`src/sv/vlcd_pkg.sv`:
```
// Package for the variable length code decoder.
// Holds the request kind and result status codes, the controller state type
// and the token that ripples along the codebook cell chain. No dependencies.
`default_nettype none

package vlcd_pkg;

    // Default sizing of the codebook
    localparam int ENTRIES_DEF       = 32;
    localparam int MAX_CODE_BITS_DEF = 16;

    // Fixed field widths
    localparam int KIND_W   = 2;
    localparam int INDEX_W  = 5;
    localparam int INCODE_W = 16;
    localparam int INLEN_W  = 5;
    localparam int SYM_W    = 8;
    localparam int STATUS_W = 2;
    localparam int POS_W    = 32;

    // Request kinds
    localparam logic [KIND_W-1:0] KIND_LOAD = 2'd0;
    localparam logic [KIND_W-1:0] KIND_BIT  = 2'd1;
    localparam logic [KIND_W-1:0] KIND_END  = 2'd2;

    // Result status codes
    localparam logic [STATUS_W-1:0] STATUS_SYMBOL   = 2'd0;
    localparam logic [STATUS_W-1:0] STATUS_INVALID  = 2'd1;
    localparam logic [STATUS_W-1:0] STATUS_END_OK   = 2'd2;
    localparam logic [STATUS_W-1:0] STATUS_END_FAIL = 2'd3;

    // Controller states
    typedef enum logic [1:0] {
        S_IDLE,
        S_SWEEP,
        S_RESOLVE
    } ctrl_state_t;

    // Search token handed from cell to cell
    typedef struct packed {
        logic             valid;
        logic             found;
        logic             ext;
        logic [SYM_W-1:0] symbol;
    } vlcd_token_t;

endpackage

`default_nettype wire

```
`src/sv/vlcd_in_if.sv`:
```
// Input channel of the variable length code decoder: valid/ready plus the
// request payload (load, bit or end). Depends on vlcd_pkg for field widths.
`default_nettype none

interface vlcd_in_if;
    logic                            valid;
    logic                            ready;
    logic [vlcd_pkg::KIND_W-1:0]     kind;
    logic [vlcd_pkg::INDEX_W-1:0]    entry_index;
    logic [vlcd_pkg::INCODE_W-1:0]   entry_code;
    logic [vlcd_pkg::INLEN_W-1:0]    entry_length;
    logic [vlcd_pkg::SYM_W-1:0]      entry_symbol;
    logic                            bit_value;

    modport source (
        output valid, kind, entry_index, entry_code, entry_length, entry_symbol,
               bit_value,
        input  ready
    );

    modport sink (
        input  valid, kind, entry_index, entry_code, entry_length, entry_symbol,
               bit_value,
        output ready
    );
endinterface

`default_nettype wire

```
`src/sv/vlcd_out_if.sv`:
```
// Result channel of the variable length code decoder: valid/ready plus
// status, symbol and error position. Depends on vlcd_pkg for field widths.
`default_nettype none

interface vlcd_out_if;
    logic                            valid;
    logic                            ready;
    logic [vlcd_pkg::STATUS_W-1:0]   status;
    logic [vlcd_pkg::SYM_W-1:0]      symbol;
    logic [vlcd_pkg::POS_W-1:0]      error_position;

    modport source (
        output valid, status, symbol, error_position,
        input  ready
    );

    modport sink (
        input  valid, status, symbol, error_position,
        output ready
    );
endinterface

`default_nettype wire

```
`src/sv/vlcd_cell.sv`:
```
// One codebook slot of the decoder chain: stores code, length and symbol,
// compares them with the broadcast pending bits and folds the result into
// the token passed to the next cell. Depends on vlcd_pkg.
`default_nettype none

module vlcd_cell #(
    parameter int MAX_CODE_BITS = vlcd_pkg::MAX_CODE_BITS_DEF
) (
    input  wire logic                                  clk,
    input  wire logic                                  rst_n,
    input  wire logic                                  wr_en,
    input  wire logic [MAX_CODE_BITS-1:0]              wr_code,
    input  wire logic [$clog2(MAX_CODE_BITS+1)-1:0]    wr_len,
    input  wire logic [vlcd_pkg::SYM_W-1:0]            wr_sym,
    input  wire logic [MAX_CODE_BITS-1:0]              pend_bits,
    input  wire logic [$clog2(MAX_CODE_BITS+1)-1:0]    pend_count,
    input  wire vlcd_pkg::vlcd_token_t                 tok_in,
    output      vlcd_pkg::vlcd_token_t                 tok_out
);

    localparam int LEN_W = $clog2(MAX_CODE_BITS + 1);

    logic [MAX_CODE_BITS-1:0]   code_reg;
    logic [LEN_W-1:0]           len_reg;
    logic [vlcd_pkg::SYM_W-1:0] sym_reg;
    vlcd_pkg::vlcd_token_t      tok_reg;
    vlcd_pkg::vlcd_token_t      tok_next;

    logic             live;
    logic [LEN_W-1:0] shamt;
    logic             prefix;
    logic             exact;

    // Slot length: zero marks the slot empty after reset
    always_ff @(posedge clk or negedge rst_n)
    begin
        if (!rst_n)
            len_reg <= '0;
        else if (wr_en)
            len_reg <= wr_len;
    end

    // Slot code and symbol, only read once the length is nonzero
    always_ff @(posedge clk)
    begin
        if (wr_en)
        begin
            code_reg <= wr_code;
            sym_reg  <= wr_sym;
        end
    end

    // Prefix compare against the pending bits
    always_comb
    begin
        live   = (len_reg != '0) && (len_reg >= pend_count);
        shamt  = len_reg - pend_count;
        prefix = live && ((code_reg >> shamt) == pend_bits);
        exact  = prefix && (len_reg == pend_count);
    end

    // Fold into the token; an earlier slot's match keeps priority
    always_comb
    begin
        tok_next.valid  = tok_in.valid;
        tok_next.found  = tok_in.found || exact;
        tok_next.ext    = tok_in.ext || (prefix && !exact);
        tok_next.symbol = (!tok_in.found && exact) ? sym_reg : tok_in.symbol;
    end

    always_ff @(posedge clk or negedge rst_n)
    begin
        if (!rst_n)
            tok_reg <= '0;
        else
            tok_reg <= tok_next;
    end

    assign tok_out = tok_reg;

endmodule

`default_nettype wire

```
`src/sv/vlcd_ctrl.sv`:
```
// Stream controller of the decoder: pending bits, stream position, failure
// flag, launch and resolution of the chain search, and the result register.
// Depends on vlcd_pkg, vlcd_in_if and vlcd_out_if.
`default_nettype none

module vlcd_ctrl #(
    parameter int MAX_CODE_BITS = vlcd_pkg::MAX_CODE_BITS_DEF
) (
    input  wire logic                                  clk,
    input  wire logic                                  rst_n,
    vlcd_in_if.sink                                    stream,
    vlcd_out_if.source                                 result,
    output      logic [MAX_CODE_BITS-1:0]              pend_bits,
    output      logic [$clog2(MAX_CODE_BITS+1)-1:0]    pend_count,
    output      vlcd_pkg::vlcd_token_t                 chain_in,
    input  wire vlcd_pkg::vlcd_token_t                 chain_out
);

    localparam int LEN_W = $clog2(MAX_CODE_BITS + 1);
    localparam int POS_W = vlcd_pkg::POS_W;

    vlcd_pkg::ctrl_state_t state_reg, state_next;

    logic [MAX_CODE_BITS-1:0]      pend_bits_reg, pend_bits_next;
    logic [LEN_W-1:0]              pend_count_reg, pend_count_next;
    logic [POS_W-1:0]              pos_reg, pos_next;
    logic [POS_W-1:0]              start_reg, start_next;
    logic                          failed_reg, failed_next;
    logic                          launch_reg, launch_next;
    vlcd_pkg::vlcd_token_t         res_reg, res_next;
    logic                          out_valid_reg, out_valid_next;
    logic [vlcd_pkg::STATUS_W-1:0] out_status_reg, out_status_next;
    logic [vlcd_pkg::SYM_W-1:0]    out_symbol_reg, out_symbol_next;
    logic [POS_W-1:0]              out_pos_reg, out_pos_next;

    logic acc;
    logic out_free;
    logic need_out;
    logic bit_go;

    assign out_free = !out_valid_reg || result.ready;
    assign need_out = res_reg.found || !res_reg.ext;
    assign stream.ready = (state_reg == vlcd_pkg::S_IDLE)
                          && (out_free || (stream.kind != vlcd_pkg::KIND_END));
    assign acc    = stream.valid && stream.ready;
    assign bit_go = acc && (stream.kind == vlcd_pkg::KIND_BIT) && !failed_reg;

    // Next state
    always_comb
    begin
        state_next = state_reg;
        case (state_reg)
            vlcd_pkg::S_IDLE:
            begin
                if (bit_go)
                    state_next = vlcd_pkg::S_SWEEP;
            end
            vlcd_pkg::S_SWEEP:
            begin
                if (chain_out.valid)
                    state_next = vlcd_pkg::S_RESOLVE;
            end
            vlcd_pkg::S_RESOLVE:
            begin
                if (!need_out || out_free)
                    state_next = vlcd_pkg::S_IDLE;
            end
            default:
                state_next = vlcd_pkg::S_IDLE;
        endcase
    end

    // Datapath and result register
    always_comb
    begin
        pend_bits_next  = pend_bits_reg;
        pend_count_next = pend_count_reg;
        pos_next        = pos_reg;
        start_next      = start_reg;
        failed_next     = failed_reg;
        launch_next     = bit_go;
        res_next        = res_reg;
        out_valid_next  = out_valid_reg && !result.ready;
        out_status_next = out_status_reg;
        out_symbol_next = out_symbol_reg;
        out_pos_next    = out_pos_reg;

        case (state_reg)
            vlcd_pkg::S_IDLE:
            begin
                if (acc && (stream.kind == vlcd_pkg::KIND_BIT))
                begin
                    pos_next = pos_reg + POS_W'(1);
                    if (!failed_reg)
                    begin
                        if (pend_count_reg == '0)
                            start_next = pos_reg;
                        pend_bits_next  = {pend_bits_reg[MAX_CODE_BITS-2:0], stream.bit_value};
                        pend_count_next = pend_count_reg + LEN_W'(1);
                    end
                end
                else if (acc && (stream.kind == vlcd_pkg::KIND_END))
                begin
                    out_valid_next  = 1'b1;
                    out_symbol_next = '0;
                    if (failed_reg || (pend_count_reg != '0))
                    begin
                        out_status_next = vlcd_pkg::STATUS_END_FAIL;
                        out_pos_next    = start_reg;
                    end
                    else
                    begin
                        out_status_next = vlcd_pkg::STATUS_END_OK;
                        out_pos_next    = '0;
                    end
                    pend_bits_next  = '0;
                    pend_count_next = '0;
                    pos_next        = '0;
                    start_next      = '0;
                    failed_next     = 1'b0;
                end
            end
            vlcd_pkg::S_SWEEP:
            begin
                if (chain_out.valid)
                    res_next = chain_out;
            end
            vlcd_pkg::S_RESOLVE:
            begin
                if (need_out && out_free)
                begin
                    out_valid_next  = 1'b1;
                    pend_bits_next  = '0;
                    pend_count_next = '0;
                    if (res_reg.found)
                    begin
                        out_status_next = vlcd_pkg::STATUS_SYMBOL;
                        out_symbol_next = res_reg.symbol;
                        out_pos_next    = '0;
                    end
                    else
                    begin
                        out_status_next = vlcd_pkg::STATUS_INVALID;
                        out_symbol_next = '0;
                        out_pos_next    = start_reg;
                        failed_next     = 1'b1;
                    end
                end
            end
            default:
            begin
                launch_next = 1'b0;
            end
        endcase
    end

    // Control registers
    always_ff @(posedge clk or negedge rst_n)
    begin
        if (!rst_n)
        begin
            state_reg      <= vlcd_pkg::S_IDLE;
            pend_bits_reg  <= '0;
            pend_count_reg <= '0;
            pos_reg        <= '0;
            start_reg      <= '0;
            failed_reg     <= 1'b0;
            launch_reg     <= 1'b0;
            out_valid_reg  <= 1'b0;
        end
        else
        begin
            state_reg      <= state_next;
            pend_bits_reg  <= pend_bits_next;
            pend_count_reg <= pend_count_next;
            pos_reg        <= pos_next;
            start_reg      <= start_next;
            failed_reg     <= failed_next;
            launch_reg     <= launch_next;
            out_valid_reg  <= out_valid_next;
        end
    end

    // Payload registers
    always_ff @(posedge clk)
    begin
        res_reg        <= res_next;
        out_status_reg <= out_status_next;
        out_symbol_reg <= out_symbol_next;
        out_pos_reg    <= out_pos_next;
    end

    assign pend_bits  = pend_bits_reg;
    assign pend_count = pend_count_reg;

    // Fresh token into the first cell, in the cycle after the bit is taken
    always_comb
    begin
        chain_in        = '0;
        chain_in.valid  = launch_reg;
    end

    assign result.valid          = out_valid_reg;
    assign result.status         = out_status_reg;
    assign result.symbol         = out_symbol_reg;
    assign result.error_position = out_pos_reg;

    // Checks
    a_token_in_sweep: assert property (@(posedge clk) disable iff (!rst_n)
        chain_out.valid |-> (state_reg == vlcd_pkg::S_SWEEP))
        else $error("search token left the chain outside a sweep");

    a_launch_sweep: assert property (@(posedge clk) disable iff (!rst_n)
        launch_reg |-> (state_reg == vlcd_pkg::S_SWEEP))
        else $error("token launched while not sweeping");

    a_busy_pending: assert property (@(posedge clk) disable iff (!rst_n)
        (state_reg != vlcd_pkg::S_IDLE) |-> (pend_count_reg != '0))
        else $error("search running with no pending bits");

    a_no_search_failed: assert property (@(posedge clk) disable iff (!rst_n)
        launch_reg |-> !failed_reg)
        else $error("search launched after a failure");

    a_count_bound: assert property (@(posedge clk) disable iff (!rst_n)
        32'(pend_count_reg) <= 32'(MAX_CODE_BITS))
        else $error("pending count beyond longest code");

endmodule

`default_nettype wire

```
`src/sv/variable_length_code_decoder_top.sv`:
```
// Top level of the variable length code decoder.
// Depends on vlcd_pkg, vlcd_in_if, vlcd_out_if, vlcd_cell and vlcd_ctrl.
//
// Usage:
//   stream (sink) takes requests: kind LOAD writes one codebook slot, kind
//   BIT delivers one encoded bit, kind END closes the stream. result (source)
//   returns status, symbol and error_position. Both channels move a request
//   at a clock edge where valid and ready are high.
//   Load requests and bits after an invalid code take 1 cycle. A live bit
//   sends a search token down a chain of ENTRIES slot cells, one cell per
//   cycle. The token from the last cell is held in the result register, and
//   the resolve step writes a code or an invalid code to the output; the next
//   request is taken only after that step. An end request is answered in the
//   cycle after it is taken. The chain length sets the bit rate.
//   Reset (rst_n low, asynchronous) empties every slot and starts a new
//   stream; no clearing pass is needed. When the receiver stalls, the result
//   holds in its output register; loads and bits are still taken, an end
//   request waits for the register to drain, and a finished search waits in
//   the resolve step. The codebook survives an end request.
`default_nettype none

module variable_length_code_decoder_top #(
    parameter int ENTRIES       = vlcd_pkg::ENTRIES_DEF,
    parameter int MAX_CODE_BITS = vlcd_pkg::MAX_CODE_BITS_DEF
) (
    input  wire logic  clk,
    input  wire logic  rst_n,
    vlcd_in_if.sink    stream,
    vlcd_out_if.source result
);

    localparam int LEN_W = $clog2(MAX_CODE_BITS + 1);

    logic [MAX_CODE_BITS-1:0]          pend_bits;
    logic [LEN_W-1:0]                  pend_count;
    vlcd_pkg::vlcd_token_t             tok [ENTRIES+1];
    logic [ENTRIES-1:0]                wr_en;
    logic                              load_acc;
    logic [vlcd_pkg::INLEN_W-1:0]      len_eff;
    logic [vlcd_pkg::INCODE_W-1:0]     code_mask;
    logic [31:0]                       code_wide;
    logic [MAX_CODE_BITS-1:0]          wr_code;
    logic [LEN_W-1:0]                  wr_len;

    assign load_acc = stream.valid && stream.ready && (stream.kind == vlcd_pkg::KIND_LOAD);

    // Slot write data: overlong codes store an empty slot, unused bits cleared
    always_comb
    begin
        if (32'(stream.entry_length) > 32'(MAX_CODE_BITS))
            len_eff = '0;
        else
            len_eff = stream.entry_length;
        if (len_eff >= vlcd_pkg::INLEN_W'(vlcd_pkg::INCODE_W))
            code_mask = '1;
        else
            code_mask = vlcd_pkg::INCODE_W'((17'd1 << len_eff) - 17'd1);
        code_wide = 32'(stream.entry_code & code_mask);
        wr_code   = code_wide[MAX_CODE_BITS-1:0];
        wr_len    = LEN_W'(len_eff);
    end

    vlcd_ctrl #(
        .MAX_CODE_BITS (MAX_CODE_BITS)
    ) u_ctrl (
        .clk        (clk),
        .rst_n      (rst_n),
        .stream     (stream),
        .result     (result),
        .pend_bits  (pend_bits),
        .pend_count (pend_count),
        .chain_in   (tok[0]),
        .chain_out  (tok[ENTRIES])
    );

    // Slot cells; out-of-range indexes match no cell
    for (genvar k = 0; k < ENTRIES; k++)
    begin : g_cell
        assign wr_en[k] = load_acc && (32'(stream.entry_index) == 32'(k));

        vlcd_cell #(
            .MAX_CODE_BITS (MAX_CODE_BITS)
        ) u_cell (
            .clk        (clk),
            .rst_n      (rst_n),
            .wr_en      (wr_en[k]),
            .wr_code    (wr_code),
            .wr_len     (wr_len),
            .wr_sym     (stream.entry_symbol),
            .pend_bits  (pend_bits),
            .pend_count (pend_count),
            .tok_in     (tok[k]),
            .tok_out    (tok[k+1])
        );
    end

endmodule

`default_nettype wire

```
`src/flat_wrapper.sv`:
```
// flat-port wrapper written by rule: the top's interface ports become plain ports
module variable_length_code_decoder_top_flat 
#(
    parameter int ENTRIES       = vlcd_pkg::ENTRIES_DEF,
    parameter int MAX_CODE_BITS = vlcd_pkg::MAX_CODE_BITS_DEF
)
  (clk, rst_n, stream_valid, stream_kind, stream_entry_index, stream_entry_code, stream_entry_length, stream_entry_symbol, stream_bit_value, stream_ready, result_valid, result_status, result_symbol, result_error_position, result_ready);
  vlcd_in_if stream_i ();
  vlcd_out_if result_i ();
  input  wire logic clk;
  input  wire logic rst_n;
  input wire logic [$bits(stream_i.valid)-1:0] stream_valid;
  input wire logic [$bits(stream_i.kind)-1:0] stream_kind;
  input wire logic [$bits(stream_i.entry_index)-1:0] stream_entry_index;
  input wire logic [$bits(stream_i.entry_code)-1:0] stream_entry_code;
  input wire logic [$bits(stream_i.entry_length)-1:0] stream_entry_length;
  input wire logic [$bits(stream_i.entry_symbol)-1:0] stream_entry_symbol;
  input wire logic [$bits(stream_i.bit_value)-1:0] stream_bit_value;
  output wire logic [$bits(stream_i.ready)-1:0] stream_ready;
  output wire logic [$bits(result_i.valid)-1:0] result_valid;
  output wire logic [$bits(result_i.status)-1:0] result_status;
  output wire logic [$bits(result_i.symbol)-1:0] result_symbol;
  output wire logic [$bits(result_i.error_position)-1:0] result_error_position;
  input wire logic [$bits(result_i.ready)-1:0] result_ready;
  assign stream_i.valid = stream_valid;
  assign stream_i.kind = stream_kind;
  assign stream_i.entry_index = stream_entry_index;
  assign stream_i.entry_code = stream_entry_code;
  assign stream_i.entry_length = stream_entry_length;
  assign stream_i.entry_symbol = stream_entry_symbol;
  assign stream_i.bit_value = stream_bit_value;
  assign stream_ready = stream_i.ready;
  assign result_valid = result_i.valid;
  assign result_status = result_i.status;
  assign result_symbol = result_i.symbol;
  assign result_error_position = result_i.error_position;
  assign result_i.ready = result_ready;
  variable_length_code_decoder_top #(.ENTRIES(ENTRIES), .MAX_CODE_BITS(MAX_CODE_BITS)) u_core (.clk(clk), .rst_n(rst_n), .stream(stream_i), .result(result_i));
endmodule
```
`config.mk`:
```
export PLATFORM = sky130hd
export DESIGN_NAME = variable_length_code_decoder_top_flat
export DESIGN_NICKNAME = d
export VERILOG_FILES = /design/src/sv/vlcd_pkg.sv /design/src/sv/vlcd_in_if.sv /design/src/sv/vlcd_out_if.sv /design/src/sv/vlcd_cell.sv /design/src/sv/vlcd_ctrl.sv /design/src/sv/variable_length_code_decoder_top.sv /design/src/flat_wrapper.sv
export SDC_FILE = /design/constraint.sdc
export NUM_CORES = 2
export LEC_CHECK = 0
export BUFFER_PORTS_ARGS = -buffer_cell sky130_fd_sc_hd__buf_2
export CAP_MARGIN = 15
export CELL_PAD_IN_SITES_DETAIL_PLACEMENT = 1
export CELL_PAD_IN_SITES_GLOBAL_PLACEMENT = 1
export CORE_ASPECT_RATIO = 0.5
export CORE_UTILIZATION = 45
export DETAILED_ROUTE_END_ITERATION = 8
export PLACE_DENSITY_LB_ADDON = 0.1
export SETUP_SLACK_MARGIN = 0.1
export SYNTH_ARGS = -nofsm -noshare
export SYNTH_HDL_FRONTEND = slang
export SYNTH_SLANG_ARGS = --single-unit
```
`constraint.sdc`:
```
create_clock -name clk -period 12.9 [get_ports clk]
set_input_delay 3.225 -clock clk [delete_from_list [all_inputs] [get_ports clk]]
set_output_delay 3.225 -clock clk [all_outputs]
set_load 0.005 [all_outputs]
```
-- After elaboration in Yosys (flattened, before gate mapping)
Cells that the tools add are included.
- register bits: 1422
- output and inout bits: 44
- logic and storage cells: 913
- add/subtract/negate cells: 35
- $lt $le $gt $ge: 34
- equal/unequal tests: 111
- shift-type cells: 33
- mux-type cells: 80
- bitwise logic cells: 1
- reductions and logical operators: 381
- operators by type and width (operator ; number):
    16-bit equality test ; 32
    16-bit by 5-bit right shift with 16-bit output ; 32
    32-bit two-way mux ; 10
    8-bit two-way mux ; 36
    1-bit logical AND ; 199
    5-bit nonzero test ; 33
    5-bit equality test ; 32
    5-bit greater-or-equal comparator ; 32
    5-bit subtractor ; 32
    5-bit equality test (second input constant) ; 16
    16-bit two-way mux ; 5
    1-bit zero test ; 68
    1-bit logical OR ; 67
    32-bit case mux with 2 select lines ; 1
    5-bit by 4-bit equality test with 1-bit output (second input constant) ; 8
    32-bit by 1-bit adder with 32-bit output (second input constant) ; 1
    16-bit case mux with 2 select lines ; 1
    5-bit two-way mux ; 5
    5-bit by 3-bit equality test with 1-bit output (second input constant) ; 4
    16-bit bitwise AND ; 1
    2-bit inequality test (second input constant) ; 8
    8-bit case mux with 2 select lines ; 1
    1-bit by 5-bit << shifter with 16-bit output (first input constant) ; 1
    16-bit by 1-bit subtractor with 16-bit output (second input constant) ; 1
    other kinds (24) ; 49

-- Longest topological paths before layout
- word-level depth: 9
- depth in mapped cells: 16

-- Modules after synthesis
Synthesis repeated with hierarchy kept, for this count alone.
- cell total of the unflattened synthesis: 8155
- area, all modules: 95439.0 µm²
- by module, submodules not included (module ; instances ; cells an instance ; area an instance (µm²)):
    vlcd_cell (u_core.g_cell[17].u_cell ...) ; 15 ; 217 ; 2687.6
    vlcd_cell (u_core.g_cell[2].u_cell ...) ; 9 ; 237 ; 2771.4
    vlcd_cell (u_core.g_cell[0].u_cell ...) ; 8 ; 267 ; 2934.1
    vlcd_ctrl ; 1 ; 495 ; 5895.7
    variable_length_code_decoder_top ; 1 ; 136 ; 814.5

-- Least setup slack after synthesis
OpenSTA, ideal clock, no wires.
- kind: input to register
- start: in stream_valid
- end: reg u_core.g_cell[16].u_cell.len_reg[1]
- setup time: 125 ps
- arrival time: 7036 ps
- required time: 12775 ps
- slack: 5739 ps
- stages: 5
- buffers on the path: 0
- path through: or3b_2 nor4b_1 nand2_1 nor3_1 mux2_2
- longest elaborated chain between the ends: 3
- ends and longest elaborated chain (what ; line ; text):
    start, declared ; flat_wrapper.sv:12 ; input wire logic [$bits(stream_i.valid)-1:0] stream_valid;
    1-bit logical AND (2 in a row) ; variable_length_code_decoder_top.sv:45 ; assign load_acc = stream.valid && stream.ready && (stream.kind == vlcd_pkg::KIND_LOAD);
    1-bit logical AND ; variable_length_code_decoder_top.sv:79 ; assign wr_en[k] = load_acc && (32'(stream.entry_index) == 32'(k));
    net u_core.g_cell[16].u_cell.wr_en ; vlcd_cell.sv:11 ; input wire logic wr_en,
    end signal, assigned ; vlcd_cell.sv:40 ; len_reg <= wr_len;
    end, declared ; vlcd_cell.sv:24 ; logic [LEN_W-1:0] len_reg;
The timed path passes the listed nets, and every way through them passes these cells.
A chain may end at the register's enable or synchronous reset.

-- Worst setup path in the final report
- start: in stream_kind[1]
- end: out stream_ready
- longest elaborated chain between the ends: 3
- ends and longest elaborated chain (what ; line ; text):
    start, declared ; flat_wrapper.sv:13 ; input wire logic [$bits(stream_i.kind)-1:0] stream_kind;
    2-bit inequality test ; vlcd_ctrl.sv:44 ; && (out_free || (stream.kind != vlcd_pkg::KIND_END));
    1-bit logical OR ; vlcd_ctrl.sv:44 ;
    1-bit logical AND ; vlcd_ctrl.sv:44 ;
    end, declared ; flat_wrapper.sv:19 ; output wire logic [$bits(stream_i.ready)-1:0] stream_ready;
Every way passes these cells.

==> key figures <==
Critical path
  • CP endpoint kind: output pin
  • Flop-to-flop setup slack: 6.44 ns
  • Arrival @ worst endpoint: 3.98 ns
  • Worst Path Max Fanout: 5
  • Worst Path Required: 9.68 ns
  • Crit Path Class: primary input to output pin
  • Startpoint types: primary input

Layout
  • Nets: 8,116
  • Fillers: 20,500
  • Max reg flops: 512
  • Commonest non-fill, non-tap cell in the layout: edfxtp_1
  • Layout overhead on the synthesized area: 9.59%
  • Layout cells sized above 1: 0.184
  • Most frequent cells in the layout: 820 x edfxtp_1, 661 x nand2_1, 585 x dfrtp_1
  • Area occupied by multi-input gates: 46,900 um2
  • Final instance area: 97,500 um2
  • Sequential cell area: 39,700 um2

Logic synthesis
  • Mapped Cells: 7,928
  • Unique masters post-synth: 108
  • Post-synth EDFFs: 820
  • Area leader, netlist: edfxtp_1
  • Most used DFF post-synth: edfxtp_1
  • Top cell type's share of synthesized area: 0.277
  • Seq/Total Area, Yosys: 0.446
  • Asr flop ratio synth: 0.423
  • Synth warnings: 0
  • Area contributors post-synth: edfxtp_1 28%, dfrtp_1 17%, mux4_2 7.7%
  • Syn_nets: 8,165
  • Mapped Area: 89,000 um2
  • Synth Register Bits: 1,422
  • Post-Syn Area per Cell: 11.2 um2

Clock tree
  • TritonCTS clock tree: done
  • Clock H-tree levels: 4
  • Post-CTS Setup Inserts: 0
  • Resized Gates After CTS: 0
  • CTS root buf: clkbuf_16
  • Clock latency on the worst-skew pair: 0.83 ns
  • Hold buffers post-CTS: 0
  • CTS Buffer Depth: 4
  • Clock slew at reported path FFs: 0.06 ns
  • CTS Buf Count: 145
  • Clk sinks: 1,422

Global routing
  • First-pass GRT wire length: 502,000 um
  • Pin count of the biggest net entering global routing: 129
  • Initial antenna violation count: 55
  • GRT Total Usage: 0.347
  • Total gr overflow: 0
  • Via count of the first global-routing pass: 69,500

Floorplan
  • Chip height: 316 um
  • Initial Util: 0.457
  • Die ar.: 200,000 um2
  • Num rows: 114
  • Placeable core area: 195,000 um2
  • Chip width: 631 um
  • Io pins: 85

Timing
  • Max Clock Freq: 0.139 GHz
  • Relative slew margins: 0.183
  • Worst Tran Pin Value: 1.22 ns
  • Final setup fails: 0
  • Period utilization: 0.558
  • Pins over their slew limit: 0
  • Max Clock Skew: 0.0461 ns
  • RSZ-0062 raised after global routing: no
  • Setup TNS: 0 ns
  • Final hold violations: 0
  • Post-layout min period: 7.20 ns

Job
  • Max Cap Viol: 0

Detailed routing
  • TritonRoute pass-1 iters: 6
  • Post-Route WL: 353,000 um
  • Initial drt markers: 9,271
  • Drt via density: 6.81
  • WL per Instance: 33.2 um
  • Final ANT Viol Nets: 0
  • Via Count: 72,300
  • DRC Markers: 0

Power
  • Leakage power: 38.2 nW
  • Cell Pwr Density: 311 nW/um2
  • Max VDD drop: 0.000140 V

Placement
  • Placer Congestion: 0.931
  • # port buffers: 84
  • Hpwl dp: 237,000 um
  • Dpl cell area: 92,500 um2

Min path
  • Worst hold path type: flip-flop to flip-flop

Status
  • Status: finished, final reports clean
==> power by group <==
part           internal (mW)  switching, mW  total (mW)
logic                   7.68           12.8        20.5
clock network           2.51           1.90        4.41
registers               4.97          0.404        5.37
total                   15.2           15.1        30.3
==> cell type report <==
class | instances | share of cell area
Multi-Input combinational cell | 5843 | 0.481
Clock inverter | 62 | 0.00765
Clock buffer | 191 | 0.0413
Tap cell | 2610 | 0.0335
Timing Repair Buffer | 286 | 0.0213
Antenna cell | 20 | 0.000513
Inverter | 181 | 0.00706
Sequential cell | 1422 | 0.408
==> cell families (layout without fill, tap and decap cells) <==
group,count (synthesis),after routing,share of synthesized area
XOR/XNOR,311,311,0.0314
AND/OR/NAND/NOR,2350,2350,0.137
buffers and inverters,663,720,0.0299
flip-flops,1422,1422,0.446
adder cells (fa/ha/maj),196,196,0.0303
other,0,20,0
multiplexers,1278,1278,0.193
AO/OA/AOI/OAI,1708,1708,0.131
==> layer usage <==
layer  track usage  wire (um)  share of wire
met5             0        167        0.00047
met4         0.121      12800          0.036
met3        0.0879      40000           0.11
met2         0.497     146000           0.41
met1         0.510     153000           0.44
==> Yosys cell counts, types with 31 or more instances <==
master / n
edfxtp_1: 820
nand2_1: 661
dfrtp_1: 602
mux2i_1: 523
mux2_2: 442
o21ai_0: 425
nor2_1: 390
clkbuf_1: 330
mux4_2: 305
a21oi_1: 258
nand3_1: 228
xnor2_1: 227
nor3_1: 213
inv_1: 170
ha_1: 164
and3_1: 113
nor4_1: 112
nand4_1: 101
buf_2: 88
a211oi_1: 87
a21o_1: 85
and2_1: 84
xor2_1: 75
o21a_1: 73
or3_1: 71
a31oi_1: 66
o211ai_1: 65
o22ai_1: 55
buf_1: 48
o31ai_1: 47
o2111ai_1: 46
or4_1: 46
or2_2: 45
nand2b_1: 44
nor2b_1: 44
a22o_1: 40
and3b_1: 33
fa_1: 32
a22oi_1: 31
==> metrics by stage <==
step,power (mW),setup slack [ns],cells,util,hold slack (ns)
after floorplan,19.6,5.74,7928,-,0.331
after global placement,25.1,5.69,10300,0.475,0.335
after detailed placement,25.3,5.70,10300,0.475,0.336
after CTS,29.8,5.69,10600,0.499,0.349
after global routing,31.7,5.65,10600,0.500,0.351
final,30.3,5.70,10600,0.500,0.347
==> worst max-delay path, cell delays in order <==
cell and delay, ns:
buf_2 0.13, nor2b_1 0.16, a21boi_0 0.28, buf_2 0.18
==> worst paths after layout <==
kind	startpoint	to	cells past startpoint
setup / recovery	stream_kind[1]	stream_ready	4
hold / removal	u_core.u_ctrl.launch_reg	u_core.g_cell[0].u_cell.tok_out[10]	0
setup reg to reg	u_core.u_ctrl.pend_count[0]	u_core.g_cell[11].u_cell.tok_out[0]	13
hold reg to reg	u_core.u_ctrl.launch_reg	u_core.g_cell[0].u_cell.tok_out[10]	0
max in group asynchronous	rst_n	u_core.g_cell[10].u_cell.tok_out[1]	3
min in group asynchronous	rst_n	u_core.g_cell[31].u_cell.tok_out[4]	1
Note: power is estimated with default switching activity, not from simulation.
